[src/rtl/cau_pkg.sv]
// shared types, constants and arithmetic helpers for the complex arithmetic unit
`default_nettype none
package cau_pkg;
    localparam int DATA_WIDTH = 16;
    localparam int FRAC_BITS  = 8;
    localparam int SW   = DATA_WIDTH + 1;             // add/sub width
    localparam int PW   = 2 * DATA_WIDTH;             // product width
    localparam int MW   = PW + 1;                     // magnitude width at rounding
    localparam int QW   = DATA_WIDTH + FRAC_BITS + 1; // quotient bits, one guard bit
    localparam int HALF = (FRAC_BITS > 0) ? (1 << (FRAC_BITS - 1)) : 0;
    localparam int FIFO_DEPTH = 4;
    localparam int FIFO_AW    = 2;

    localparam logic [1:0] OP_ADD = 2'd0;
    localparam logic [1:0] OP_SUB = 2'd1;
    localparam logic [1:0] OP_MUL = 2'd2;
    localparam logic [1:0] OP_DIV = 2'd3;

    localparam logic [1:0] ST_OK  = 2'd0;
    localparam logic [1:0] ST_DZ  = 2'd1;
    localparam logic [1:0] ST_OVF = 2'd2;

    localparam logic signed [DATA_WIDTH-1:0] SMAX = {1'b0, {(DATA_WIDTH-1){1'b1}}};
    localparam logic signed [DATA_WIDTH-1:0] SMIN = {1'b1, {(DATA_WIDTH-1){1'b0}}};

    // classified word handed from front to back
    typedef struct packed {
        logic [1:0]           op;
        logic                 dz;
        logic signed [SW-1:0] sr;
        logic signed [SW-1:0] si;
        logic signed [PW-1:0] prr;
        logic signed [PW-1:0] pii;
        logic signed [PW-1:0] pri;
        logic signed [PW-1:0] pir;
        logic [PW-2:0]        sqr;
        logic [PW-2:0]        sqi;
    } t_entry;

    // one divider stage
    typedef struct packed {
        logic [1:0]           op;
        logic                 dz;
        logic signed [SW-1:0] sr;
        logic signed [SW-1:0] si;
        logic                 nr;
        logic                 ni;
        logic [PW-1:0]        mr;
        logic [PW-1:0]        mi;
        logic                 capr;
        logic                 capi;
        logic [PW-1:0]        den;
        logic [PW-1:0]        remr;
        logic [PW-1:0]        remi;
        logic [QW-1:0]        qr;
        logic [QW-1:0]        qi;
    } t_ds;

    typedef struct packed {
        logic [DATA_WIDTH-1:0] val;
        logic                  ovf;
    } t_sat;

    // sign and magnitude to clamped signed value
    function automatic t_sat from_sm(input logic neg, input logic [MW-1:0] mag);
        t_sat          res;
        logic [MW-1:0] lim;
        lim = neg ? (MW'(1) << (DATA_WIDTH - 1)) : ((MW'(1) << (DATA_WIDTH - 1)) - MW'(1));
        if (mag > lim) begin
            res.ovf = 1'b1;
            res.val = neg ? SMIN : SMAX;
        end else begin
            res.ovf = 1'b0;
            res.val = neg ? DATA_WIDTH'(-mag) : DATA_WIDTH'(mag);
        end
        return res;
    endfunction

    // clamp a one-bit-wider sum
    function automatic t_sat sat_sum(input logic signed [SW-1:0] v);
        t_sat res;
        if (v > SW'(SMAX)) begin
            res.ovf = 1'b1;
            res.val = SMAX;
        end else if (v < SW'(SMIN)) begin
            res.ovf = 1'b1;
            res.val = SMIN;
        end else begin
            res.ovf = 1'b0;
            res.val = v[DATA_WIDTH-1:0];
        end
        return res;
    endfunction
endpackage
`default_nettype wire

[src/rtl/cau_front.sv]
// front end: classifies the op, forms the sums and all partial products of one word
`default_nettype none
module cau_front (
    input  wire logic [1:0]                      i_op,
    input  wire logic signed [cau_pkg::DATA_WIDTH-1:0] i_a_real,
    input  wire logic signed [cau_pkg::DATA_WIDTH-1:0] i_a_imag,
    input  wire logic signed [cau_pkg::DATA_WIDTH-1:0] i_b_real,
    input  wire logic signed [cau_pkg::DATA_WIDTH-1:0] i_b_imag,
    output cau_pkg::t_entry                      o_entry
);
    logic signed [cau_pkg::PW-1:0] sq_r;
    logic signed [cau_pkg::PW-1:0] sq_i;

    always_comb begin
        sq_r = cau_pkg::PW'(i_b_real) * cau_pkg::PW'(i_b_real);
        sq_i = cau_pkg::PW'(i_b_imag) * cau_pkg::PW'(i_b_imag);
        o_entry.op  = i_op;
        o_entry.dz  = (i_op == cau_pkg::OP_DIV) && (i_b_real == '0) && (i_b_imag == '0);
        if (i_op == cau_pkg::OP_SUB) begin
            o_entry.sr = cau_pkg::SW'(i_a_real) - cau_pkg::SW'(i_b_real);
            o_entry.si = cau_pkg::SW'(i_a_imag) - cau_pkg::SW'(i_b_imag);
        end else begin
            o_entry.sr = cau_pkg::SW'(i_a_real) + cau_pkg::SW'(i_b_real);
            o_entry.si = cau_pkg::SW'(i_a_imag) + cau_pkg::SW'(i_b_imag);
        end
        o_entry.prr = cau_pkg::PW'(i_a_real) * cau_pkg::PW'(i_b_real);
        o_entry.pii = cau_pkg::PW'(i_a_imag) * cau_pkg::PW'(i_b_imag);
        o_entry.pri = cau_pkg::PW'(i_a_real) * cau_pkg::PW'(i_b_imag);
        o_entry.pir = cau_pkg::PW'(i_a_imag) * cau_pkg::PW'(i_b_real);
        o_entry.sqr = sq_r[cau_pkg::PW-2:0];
        o_entry.sqi = sq_i[cau_pkg::PW-2:0];
    end
endmodule
`default_nettype wire

[config.mk]
export PLATFORM = sky130hd
export DESIGN_NAME = cau_front
export DESIGN_NICKNAME = d
export VERILOG_FILES = /design/src/rtl/cau_pkg.sv /design/src/rtl/cau_front.sv
export SDC_FILE = /design/constraint.sdc
export NUM_CORES = 2
export LEC_CHECK = 0
export BUFFER_PORTS_ARGS = -buffer_cell sky130_fd_sc_hd__buf_2
export CAP_MARGIN = 40
export CORE_AREA = 8 8 343 345
export DETAILED_ROUTE_END_ITERATION = 10
export DIE_AREA = 0 0 351 353
export GPL_TIMING_DRIVEN = 1
export MAX_ROUTING_LAYER = met4
export PLACE_DENSITY_LB_ADDON = 0.1
export SLEW_MARGIN = 10
export SYNTH_ARGS = -nofsm -noshare
export SYNTH_HDL_FRONTEND = slang
export SYNTH_SLANG_ARGS = --single-unit
[constraint.sdc]
create_clock -name vclk -period 9.7
set_input_delay 1.94 -clock vclk [all_inputs]
set_output_delay 1.94 -clock vclk [all_outputs]
set_load 0.1 [all_outputs]
==> impl_metrics.yaml <==
global_route:
  antenna_found_initial: 5
  globalRouteTotalUtil_pct: 28.9
  grt_use_met3_pct: 5.13
  first_global_vias: 50100
  grt_max_degree: 25
  top_usage_layer: "met1"
  grt_use_met2_pct: 42.1
  grt-ovfl-total: 0
  grtUsageMet1_pct: 43.4
  grt_pass1_wl_um: 276000
setup_path:
  crit_chain: "buf_8 -> buf_6 -> and2_4 -> fa_1 -> inv_2 -> fa_1 -> inv_1 -> fa_1 -> fa_2 -> fa_1 -> inv_1 -> fa_1 -> inv_2 -> ha_4 -> a21o_1 -> a2111oi_4 -> a2bb2oi_4 -> a21oi_4 -> o2111ai_4 -> a21oi_2 -> or3_4 -> a21oi_4 -> xnor2_4 -> buf_12"
  cp_num_buf_inv: 7
  slowest_stage: "fa_1"
  path_class: "input pin to output port"
  path_max_fanout: 14
  crit_required_ns: 7.76
  start_kind: "input pin"
  critPathMaxStageDelay_ns: 0.56
  worstPathArrival_ns: 8.09
  critPathTopFamily: "adder cells"
  crit_path_end_kind: "output port"
  cpMostUsedCell: "fa_1"
yosys:
  synth_top_cell_by_area: "fa_1"
  synth-compound-area-share_pct: 5.48
  synthSimpleGateAreaFrac_pct: 14.0
  yosysUniqueCellTypes: 77
  yosys_warnings: 0
  ys_seq_area_share_pct: 0
  yosys-top-cells-area: "fa_1 (51%), ha_1 (12%), inv_1 (11%), and2_1 (5.5%), nand2_1 (4.3%)"
  avgSynthCellArea_um2: 8.89
  syn_area_mm2: 0.0588
  synth-adder-area-share_pct: 62.9
  synth_xor_area_share_pct: 4.21
  synth_cells: 6612
  synth_top_area_share_pct: 51.3
  synth_top_family_by_area: "adder cells"
  synth_mux_area_share_pct: 0.0723
timing:
  min_period_ns: 10.03
  rsz0062_at_grt: "true"
  fin_crit_sh_pct: 103
  fin_ws_ns: -0.330
  max_freq_mhz: 99.7
  slew_headroom_pct: 49.1
  finalSetupTns_ns: -5.66
  drv_slew: 0
  setup_viol: 43
  tightestPinTransition_ns: 0.757
  hold_violations: 0
die:
  die_h_um: 353
  initial_utilization_pct: 52.6
  core_mm2: 0.112
  die_x_um: 351
  io_pins: 293
  rows: 123
  dieArea_mm2: 0.124
clock_tree:
  postCtsHoldBufs: 0
route:
  post-route-drc-count: 0
  drtAntennaViolNets: 0
  drtIter0Drc: 3022
  vias_per_cell: 5.13
  routedWlPerCell_um: 18.8
  dr_total_vias: 47300
  routed_wl_um: 173000
  first_pass_iters: 8
cells_and_area:
  area.sequential_um2: 0
  drive_above_1_share_pct: 26.8
  syn_to_final_growth_pct: 32.2
  finalNetCount: 9851
  seq_cells: 0
  nClkBuffers: 0
worst_hold_path:
  hold_class: "input pin to output port"
run_status:
  failed_checks: "negative setup slack"
  outcome: "complete, but fails checks"
place:
  dp_hpwl_um: 144000
  gp_congestion: 0.916
  portBuffers: 291
run:
  maxCapViolations: 0
## metrics by stage
stage	hold slack [ns]	cell area (um2)	worst slack, ns	instances	util, %
after CTS	4.34	75400	-0.325	9145	67.4
after global placement	4.34	72200	-0.781	9032	64.6
final	4.35	77800	-0.330	9235	69.5
after floorplan	4.09	61100	-0.366	6613	-
after detailed placement	4.34	72200	-0.946	9032	64.6
after global routing	4.35	77800	-0.488	9234	69.5
## cells by family after synthesis
| family | count (synthesis) |
|---|---|
| buffers and inverters | 2085 |
| AO/OA/AOI/OAI | 479 |
| XOR/XNOR | 283 |
| other | 1 |
| AND/OR/NAND/NOR | 1708 |
| multiplexers | 4 |
| adder cells (fa/ha/maj) | 2052 |
## final cells by class
class | instances | area (um2)
repair buffers | 1401 | 14200
well taps | 1500 | 1880
diodes | 4 | 10.0
multi-input cells | 4528 | 54800
inverters | 1802 | 6820
fillers | 8791 | 34100
## repair_timing
action,in CTS,in global routing
setup buffers,102,82
endpoints found under the hold margin,0,0
gates cloned,15,10
setup endpoints to repair,71,73
pin swaps,238,277
gates resized for setup,482,409
## placed cells by master, fill, tap and decap left out, types with 23 or more instances in the layout
master    count
inv_1      1714
fa_1       1424
buf_4       896
nand2_1     640
ha_1        483
and2_1      461
nor2_1      231
buf_12      229
xnor2_1     159
buf_6       114
buf_2       111
a21oi_1      97
fa_2         83
inv_2        70
a21o_1       66
and2_4       60
ha_4         53
o21ai_0      51
xnor2_2      41
nor3_1       40
xor2_1       34
nand2b_1     34
nand3_1      34
a21oi_2      31
xnor2_4      30
nand2_2      29
a21oi_4      23
buf_8        23
## worst paths after layout
check / start / end / cells after the start
worst max-delay path: i_b_imag[10] / o_entry[157] / 24
worst min-delay path: i_op[0] / o_entry[225] / 2
## cell usage after synthesis, types with 6 or more instances
cell and count:
buf_4 6, o21a_1 23, nand3_1 46, and2_1 521
o211ai_1 8, o21bai_1 27, nand2_1 681, buf_1 18
a211o_1 9, a211oi_1 18, nor2_1 274, fa_1 1507
a21oi_1 146, inv_2 6, xor2_1 53, or2_2 11
and3_1 14, xnor2_1 230, a21o_1 67, nand2b_1 37
o21ai_0 79, nor2b_1 20, ha_1 545, or3_1 13
o31ai_1 13, clkbuf_1 259, clkinv_1 9, inv_1 1787
nor3_1 54, nand4_1 12, nor4_1 8, a31o_2 9
a31oi_1 17
## routing by layer
layer	share of wire (%)	vias up
li1	-	21500
met1	45	24100
met2	44	1590
met3	9.0	164
met4	2.0	0
met5	0	-
