**src/rtl/cau_pkg.sv**
```systemverilog
// shared types, constants and arithmetic helpers for the complex arithmetic unit
`default_nettype none
package cau_pkg;
    localparam int DATA_WIDTH = 16;
    localparam int FRAC_BITS  = 8;
    localparam int SW   = DATA_WIDTH + 1;             // add/sub width
    localparam int PW   = 2 * DATA_WIDTH;             // product width
    localparam int MW   = PW + 1;                     // magnitude width at rounding
    localparam int QW   = DATA_WIDTH + FRAC_BITS + 1; // quotient bits, one guard bit
    localparam int HALF = (FRAC_BITS > 0) ? (1 << (FRAC_BITS - 1)) : 0;
    localparam int FIFO_DEPTH = 4;
    localparam int FIFO_AW    = 2;

    localparam logic [1:0] OP_ADD = 2'd0;
    localparam logic [1:0] OP_SUB = 2'd1;
    localparam logic [1:0] OP_MUL = 2'd2;
    localparam logic [1:0] OP_DIV = 2'd3;

    localparam logic [1:0] ST_OK  = 2'd0;
    localparam logic [1:0] ST_DZ  = 2'd1;
    localparam logic [1:0] ST_OVF = 2'd2;

    localparam logic signed [DATA_WIDTH-1:0] SMAX = {1'b0, {(DATA_WIDTH-1){1'b1}}};
    localparam logic signed [DATA_WIDTH-1:0] SMIN = {1'b1, {(DATA_WIDTH-1){1'b0}}};

    // classified word handed from front to back
    typedef struct packed {
        logic [1:0]           op;
        logic                 dz;
        logic signed [SW-1:0] sr;
        logic signed [SW-1:0] si;
        logic signed [PW-1:0] prr;
        logic signed [PW-1:0] pii;
        logic signed [PW-1:0] pri;
        logic signed [PW-1:0] pir;
        logic [PW-2:0]        sqr;
        logic [PW-2:0]        sqi;
    } t_entry;

    // one divider stage
    typedef struct packed {
        logic [1:0]           op;
        logic                 dz;
        logic signed [SW-1:0] sr;
        logic signed [SW-1:0] si;
        logic                 nr;
        logic                 ni;
        logic [PW-1:0]        mr;
        logic [PW-1:0]        mi;
        logic                 capr;
        logic                 capi;
        logic [PW-1:0]        den;
        logic [PW-1:0]        remr;
        logic [PW-1:0]        remi;
        logic [QW-1:0]        qr;
        logic [QW-1:0]        qi;
    } t_ds;

    typedef struct packed {
        logic [DATA_WIDTH-1:0] val;
        logic                  ovf;
    } t_sat;

    // sign and magnitude to clamped signed value
    function automatic t_sat from_sm(input logic neg, input logic [MW-1:0] mag);
        t_sat          res;
        logic [MW-1:0] lim;
        lim = neg ? (MW'(1) << (DATA_WIDTH - 1)) : ((MW'(1) << (DATA_WIDTH - 1)) - MW'(1));
        if (mag > lim) begin
            res.ovf = 1'b1;
            res.val = neg ? SMIN : SMAX;
        end else begin
            res.ovf = 1'b0;
            res.val = neg ? DATA_WIDTH'(-mag) : DATA_WIDTH'(mag);
        end
        return res;
    endfunction

    // clamp a one-bit-wider sum
    function automatic t_sat sat_sum(input logic signed [SW-1:0] v);
        t_sat res;
        if (v > SW'(SMAX)) begin
            res.ovf = 1'b1;
            res.val = SMAX;
        end else if (v < SW'(SMIN)) begin
            res.ovf = 1'b1;
            res.val = SMIN;
        end else begin
            res.ovf = 1'b0;
            res.val = v[DATA_WIDTH-1:0];
        end
        return res;
    endfunction
endpackage
`default_nettype wire

```
**src/rtl/cau_fifo.sv**
```systemverilog
// short word queue between front and back
`default_nettype none
module cau_fifo (
    input  wire logic            i_clk,
    input  wire logic            i_rst_n,
    input  wire logic            i_wr_valid,
    output logic                 o_wr_ready,
    input  wire cau_pkg::t_entry i_wr_data,
    output logic                 o_rd_valid,
    input  wire logic            i_rd_ready,
    output cau_pkg::t_entry      o_rd_data
);
    cau_pkg::t_entry                r_mem [cau_pkg::FIFO_DEPTH];
    logic [cau_pkg::FIFO_AW-1:0]    r_wr_ptr;
    logic [cau_pkg::FIFO_AW-1:0]    r_rd_ptr;
    logic [cau_pkg::FIFO_AW:0]      r_count;
    logic [cau_pkg::FIFO_AW:0]      n_count;
    logic                           push;
    logic                           pop;

    assign o_wr_ready = (r_count != (cau_pkg::FIFO_AW+1)'(cau_pkg::FIFO_DEPTH));
    assign o_rd_valid = (r_count != '0);
    assign o_rd_data  = r_mem[r_rd_ptr];
    assign push = i_wr_valid && o_wr_ready;
    assign pop  = o_rd_valid && i_rd_ready;

    always_comb begin
        n_count = r_count;
        if (push && !pop) begin
            n_count = r_count + 1'b1;
        end else if (pop && !push) begin
            n_count = r_count - 1'b1;
        end
    end

    always_ff @(posedge i_clk) begin
        if (!i_rst_n) begin
            r_wr_ptr <= '0;
            r_rd_ptr <= '0;
            r_count  <= '0;
        end else begin
            r_count <= n_count;
            if (push) begin
                r_wr_ptr <= r_wr_ptr + 1'b1;
            end
            if (pop) begin
                r_rd_ptr <= r_rd_ptr + 1'b1;
            end
        end
    end

    always_ff @(posedge i_clk) begin
        if (push) begin
            r_mem[r_wr_ptr] <= i_wr_data;
        end
    end
endmodule
`default_nettype wire

```
**config.mk**
```make
export PLATFORM = sky130hd
export DESIGN_NAME = cau_fifo
export DESIGN_NICKNAME = d
export VERILOG_FILES = /design/src/rtl/cau_pkg.sv /design/src/rtl/cau_fifo.sv
export SDC_FILE = /design/constraint.sdc
export NUM_CORES = 1
export LEC_CHECK = 0
export BUFFER_PORTS_ARGS = -buffer_cell sky130_fd_sc_hd__buf_2
export CAP_MARGIN = 5
export CORE_UTILIZATION = 57
export CTS_CLUSTER_DIAMETER = 150
export DETAILED_ROUTE_END_ITERATION = 16
export GPL_ROUTABILITY_DRIVEN = 0
export PLACE_DENSITY = 0.89
export SYNTH_ARGS = -nofsm -noshare
export SYNTH_HDL_FRONTEND = slang
export SYNTH_SLANG_ARGS = --single-unit
```
**constraint.sdc**
```tcl
create_clock -name i_clk -period 7.5 [get_ports i_clk]
set_input_delay 0.75 -clock i_clk [delete_from_list [all_inputs] [get_ports i_clk]]
set_output_delay 0.75 -clock i_clk [all_outputs]
set_load 0.05 [all_outputs]
```
==> impl_metrics.ini, run 1 <==
[clock_network]
cts_tree = built
ctsHoldBuffers = 0
clkTransAtPathRegs_ns = 0.06
ctsResizeCount = 0
cts_max_level = 3
cts_made_buffers = 89
cts_buffer_depth = 3
root_buffer = clkbuf_16
cts_setup_buffers = 0
clock-sinks = 917
clk-insertion-delay-late_ns = 0.63

[logic_synthesis]
synth-main-ff-cell = edfxtp_1
async_flop_share_pct = 0
syn_inst = 1233
synth-edff-count = 908
syn-num-nets = 1470
ys_seq_area_share_pct = 82.83
ys_types = 24
yosysWarnings = 0
syn_area_um2 = 33130
synth.avg_cell_area_um2 = 26.87
yosys_register_bits = 917

[global_routing]
grt_pass1_vias = 16430
grt_remaining_overflow = 0
grt_pass1_wl_um = 105000
grt_usage_pct = 24.35
antenna_found_initial = 25
grt_max_degree = 128

[pwr]
p_per_area_nw_per_um2 = 400.6
power.switching_mw = 5.516
clkPwrFrac_pct = 28.0
pwr-share-seq_pct = 41.0
power_frac_comb_pct = 31.0
leakage_nw = 13.02
peakVddDrop_uv = 348.6
internal-power_mw = 10.20
switching_share_pct = 35.09

[drt]
first_pass_iters = 5
post_drt_wl_per_cell_um = 27.69
vias = 15500
drcViolationCount = 0
drt_first_iter_violations = 1201
routed_wl_um = 71960
final_antenna_net_count = 0
viasPerCell = 5.963

[finish]
final_cell_mix = edfxtp_1, buf_2, mux4_2, clkbuf_16, clkinv_1
syn2layout_area_growth_pct = 18.41
nFillCells = 3299
finalNetCount = 1981
final_common_cell = edfxtp_1
drive_above_1_share_pct = 45.76

[hold_path]
hp-start = i_wr_data[111]
whs_path_depth = 1
hold_end = r_mem[2][111]$_DFFE_PP_
hold_path_class = in2reg

[worst_setup_path]
path_cells = buf_4, mux4_2, buf_2
cp_max_fo = 63
regToRegEndpoint = r_mem[0][44]$_DFFE_PP_
critical_path_buf_inv_count = 2
slowest_delay_ns = 0.88
cp_slowest_cell = dfxtp_4
end_kind = output pin
start_kind = flip-flop
required_ns = 6.75
crit_type = reg2out
cp_top_family = buffers and inverters
r2r_cells = 4
arrival_ns = 3.16
r2r_slack_ns = 4.03
r2r-start = r_count[0]$_SDFFE_PN0P_

[sta]
final-hold-violation-count = 0
holdWs_ns = 0.3390
final-setup-viol-count = 0
clock.fmax_ghz = 0.2557
worstMarginPinSlew_ns = 1.038
maxSlewHeadroom_pct = 30.78
finClkSkew_ns = 0.02357
period_share_pct = 52.14
drv_slew = 0
fin_tns_setup_ns = 0
rsz0062_at_grt = no
fin_crit_ns = 3.910

[run]
max_cap_viol_count = 0

[floorplan]
dieArea_um2 = 59100
core_area_um2 = 57590
start_util_pct = 57.54
ioPinCount = 460
dieHeight_um = 243.1
rows = 88
die_w_um = 243.1

[run_status]
status = completed

[place]
post-dp-hpwl_um = 40640
port-buffer-count = 459
-- state kept, by name, summed over array words and instances (netlist names), named ones only --
register,count
r_rd_ptr,2
r_count,3
r_mem,908
r_wr_ptr,2
-- metrics by stage --
step | worst slack [ns] | power, mW | instances | util [%] | instance area, um2
final | 3.590 | 15.72 | 2599 | 68.13 | 39230
after global routing | 3.410 | 16.18 | 2595 | 68.11 | 39220
after CTS | 3.536 | 15.83 | 2583 | 68.06 | 39190
after detailed placement | 3.912 | 11.41 | 2418 | 63.03 | 36290
after global placement | 4.071 | 11.28 | 2418 | 63.03 | 36290
after floorplan | 0.5353 | 10.37 | 1233 | - | 33130
-- cells in the mapped netlist (2+ instances only) --
library cell | number | area (um2)
ha_1 | 5 | 62.56
buf_4 | 10 | 75.07
buf_2 | 24 | 120.1
buf_6 | 4 | 45.04
clkbuf_1 | 2 | 7.510
mux2i_1 | 3 | 30.03
nand2_1 | 5 | 18.77
xnor2_1 | 3 | 26.28
or3_1 | 2 | 12.51
and2_1 | 8 | 50.05
dfxtp_1 | 9 | 180.2
buf_1 | 11 | 41.29
edfxtp_1 | 908 | 27270
mux4_2 | 227 | 5112
inv_1 | 3 | 11.26
-- how the worst max path moves through the flow --
stage               start  slack (ns)  depth (start not counted)                 endpoint
6_report        flip-flop        3.59                          3           o_rd_data[222]
5_1_grt         flip-flop        3.41                          3           o_rd_data[195]
4_1_cts         flip-flop        3.54                          3           o_rd_data[195]
3_5_place_dp   i_wr_valid        3.91                          4   r_mem[0][39]$_DFFE_PP_
3_3_place_gp   i_wr_valid        4.07                          4  r_mem[1][224]$_DFFE_PP_
2_1_floorplan  i_wr_valid        0.54                          2    r_mem[2][0]$_DFFE_PP_
-- cell type report --
class | instances | area [um2] | area share, %
clock inverters | 59 | 586.8 | 1.496
flip-flops and latches | 917 | 27450 | 69.97
repair buffers | 471 | 2475 | 6.308
multi-input cells | 262 | 5398 | 13.76
diodes | 16 | 40.04 | 0.1021
clock buffers | 106 | 2312 | 5.893
inverters | 3 | 11.26 | 0.02870
well taps | 765 | 957.2 | 2.440
-- power by group through the flow --
stage                     Sequential (mW)  Combinational [mW]  Clock, mW
final                                6.45                4.87       4.40
after global routing                 6.49                5.05       4.65
after CTS                            6.45                4.91       4.47
after detailed placement             6.54                4.87          0
after global placement               6.47                4.80          0
after floorplan                      6.52                3.84          0
-- routing by layer --
layer / GRT usage, % / up-vias / wire length, um / part of all wire [%]
met2: 40.72 / 831 / 37600 / 52
li1: - / 6414 / - / -
met1: 29.91 / 8090 / 25640 / 36
met4: 10.21 / 14 / 2407 / 3.3
met3: 7.065 / 148 / 6211 / 8.6
met5: 0 / - / 95 / 0.13
-- logic make-up (layout without fill, tap and decap cells) --
kind of cell    Yosys count  count (layout)  share of synthesized area (%)
other cells               0              16                              0
fa+ha+maj                 6               6                         0.2492
flops                   917             917                          82.83
buf+inv                  54             639                         0.9063
xor+xnor                  4               4                         0.1058
simple gates             17              17                         0.2757
compound gates            5               5                         0.1095
mux                     230             230                          15.52
(Power assumes the default switching activity.)
==> run 2, diff against run 1 <==
CORE_UTILIZATION = 51   (was 57)
PLACE_DENSITY = 0.85   (was 0.89)
clock period = 3.3 ns   (was 7.5 ns; I/O delays follow)
==> run 2 against run 1 <==
  * Clock power increased by 120%
  * Clock skew increased by 0.0021 ns
  * Sequential cell count unchanged
  * Critical path type unchanged
  * Largest cell class unchanged
  * Highest routed layer unchanged
==> impl_metrics.ini, run 2 (same netlist as run 1, synthesis figures left out) <==
[run_status]
status = completed

[global_routing]
grt_remaining_overflow = 0
grt_pass1_wl_um = 114400
antenna_found_initial = 5
grt_max_degree = 46
grt_pass1_vias = 18210
grt_usage_pct = 23.59

[finish]
largestRegisters = r_mem (908), r_count (3)
largest_register_ffs = 908
nFillCells = 3847
final_cell_mix = edfxtp_1, buf_2, mux4_2, dlygate4sd3_1, clkbuf_16
largest_register = r_mem
finalNetCount = 2261
post-route-util_pct = 65.61
final_common_cell = edfxtp_1
drive_above_1_share_pct = 42.02
instances_no_fill = 2952
syn2layout_area_growth_pct = 27.42

[worst_setup_path]
regToRegEndpoint = r_count[2]$_SDFFE_PN0P_
arrival_ns = 2.66
slowest_delay_ns = 0.74
cp_max_fo = 23
required_ns = 2.97
cp_slowest_cell = dfxtp_4
r2r-start = r_count[0]$_SDFFE_PN0P_
critical_path_buf_inv_count = 2
start_kind = flip-flop
r2r_slack_ns = 1.03
cp_top_family = flip-flops
crit_type = reg2out
end_kind = output pin
path_cells = buf_4, mux4_2, buf_2
r2r_cells = 7

[pwr]
p_per_area_nw_per_um2 = 856.7
power_mw = 36.17
leakage_nw = 14.30
peakVddDrop_uv = 659.2

[sta]
setup_slack_ns = 0.3106
clock.fmax_ghz = 0.3345
final-setup-viol-count = 0
fin_crit_ns = 2.989
rsz0062_at_grt = no
worstMarginPinSlew_ns = 0.7325
drv_slew = 0
finClkSkew_ns = 0.02564
fin_tns_setup_ns = 0
period_share_pct = 90.59
maxSlewHeadroom_pct = 51.16
final-hold-violation-count = 0

[floorplan]
dieArea_um2 = 65990
start_util_pct = 51.49
die_w_um = 256.9
ioPinCount = 460
core_area_um2 = 64350
dieHeight_um = 256.9
rows = 93

[hold_path]
hold_end = r_rd_ptr[0]$_SDFFE_PN0P_
hold_path_class = in2reg
hp-start = i_rst_n
whs_path_depth = 2

[clock_network]
clkTransAtPathRegs_ns = 0.06
cts_buffer_depth = 3
cts_tree = built
cts_setup_buffers = 0
clock-sinks = 917
clk-insertion-delay-late_ns = 0.63
root_buffer = clkbuf_16
cts_max_level = 3
cts_made_buffers = 88

[drt]
post_drt_wl_per_cell_um = 26.35
routed_wl_um = 77780
viasPerCell = 5.691
final_antenna_net_count = 0
vias = 16800
first_pass_iters = 5
drcViolationCount = 0
drt_first_iter_violations = 1492

[run]
max_cap_viol_count = 0

[place]
post-place-cells = 2562
port-buffer-count = 459
post-dp-hpwl_um = 44320
place_ws_ns = 0.8787
[run 2: power breakdown]
group          switching [mW]  internal [mW]
Sequential              0.480           14.1
Clock                    4.22           5.57
Combinational            8.08           3.69
[run 2: routing by layer]
metal	GRT usage, %	up-vias	share of wire, %
met4	8.317	4	3.0
met1	28.32	8732	35
met3	5.881	140	8.5
met2	41.49	959	54
met5	0	-	0.035
li1	-	6965	-
[run 2: how the worst max path moves through the flow]
stage	from	to	cells after the start	slack [ns]
CTS	flip-flop	o_rd_data[96]	3	0.18
detailed placement	flip-flop	o_rd_data[109]	3	0.88
floorplan	r_count[0]$_SDFFE_PN0P_	r_mem[0][0]$_DFFE_PP_	3	-0.88
global placement	flip-flop	o_rd_data[86]	3	0.94
global route	flip-flop	o_rd_data[96]	3	0.14
finish	flip-flop	o_rd_data[206]	3	0.31
[run 2: per-stage QoR]
step / hold WS [ns] / cell area [um2]
final: 0.05678 / 42220
after global placement: 0.4756 / 37140
after global routing: 0.04213 / 42210
after detailed placement: 0.5052 / 37140
after floorplan: 0.4289 / 33140
after CTS: 0.01682 / 42210
[run 2: final cells by class]
cell class                      count  area [um2]  area share, %
Antenna cell                        5       12.51        0.02964
Inverter                            3       11.26        0.02667
Multi-Input combinational cell    262        5398          12.78
Clock inverter                     53       488.0          1.156
Clock buffer                      105        2308          5.468
Tap cell                          855        1070          2.534
Sequential cell                   917       27450          65.03
Timing Repair Buffer              752        5478          12.97
[run 2: timing repair]
action	4_1_cts	5_1_grt
resized for setup	0	0
endpoints found under the hold margin	908	0
hold buffers	227	0
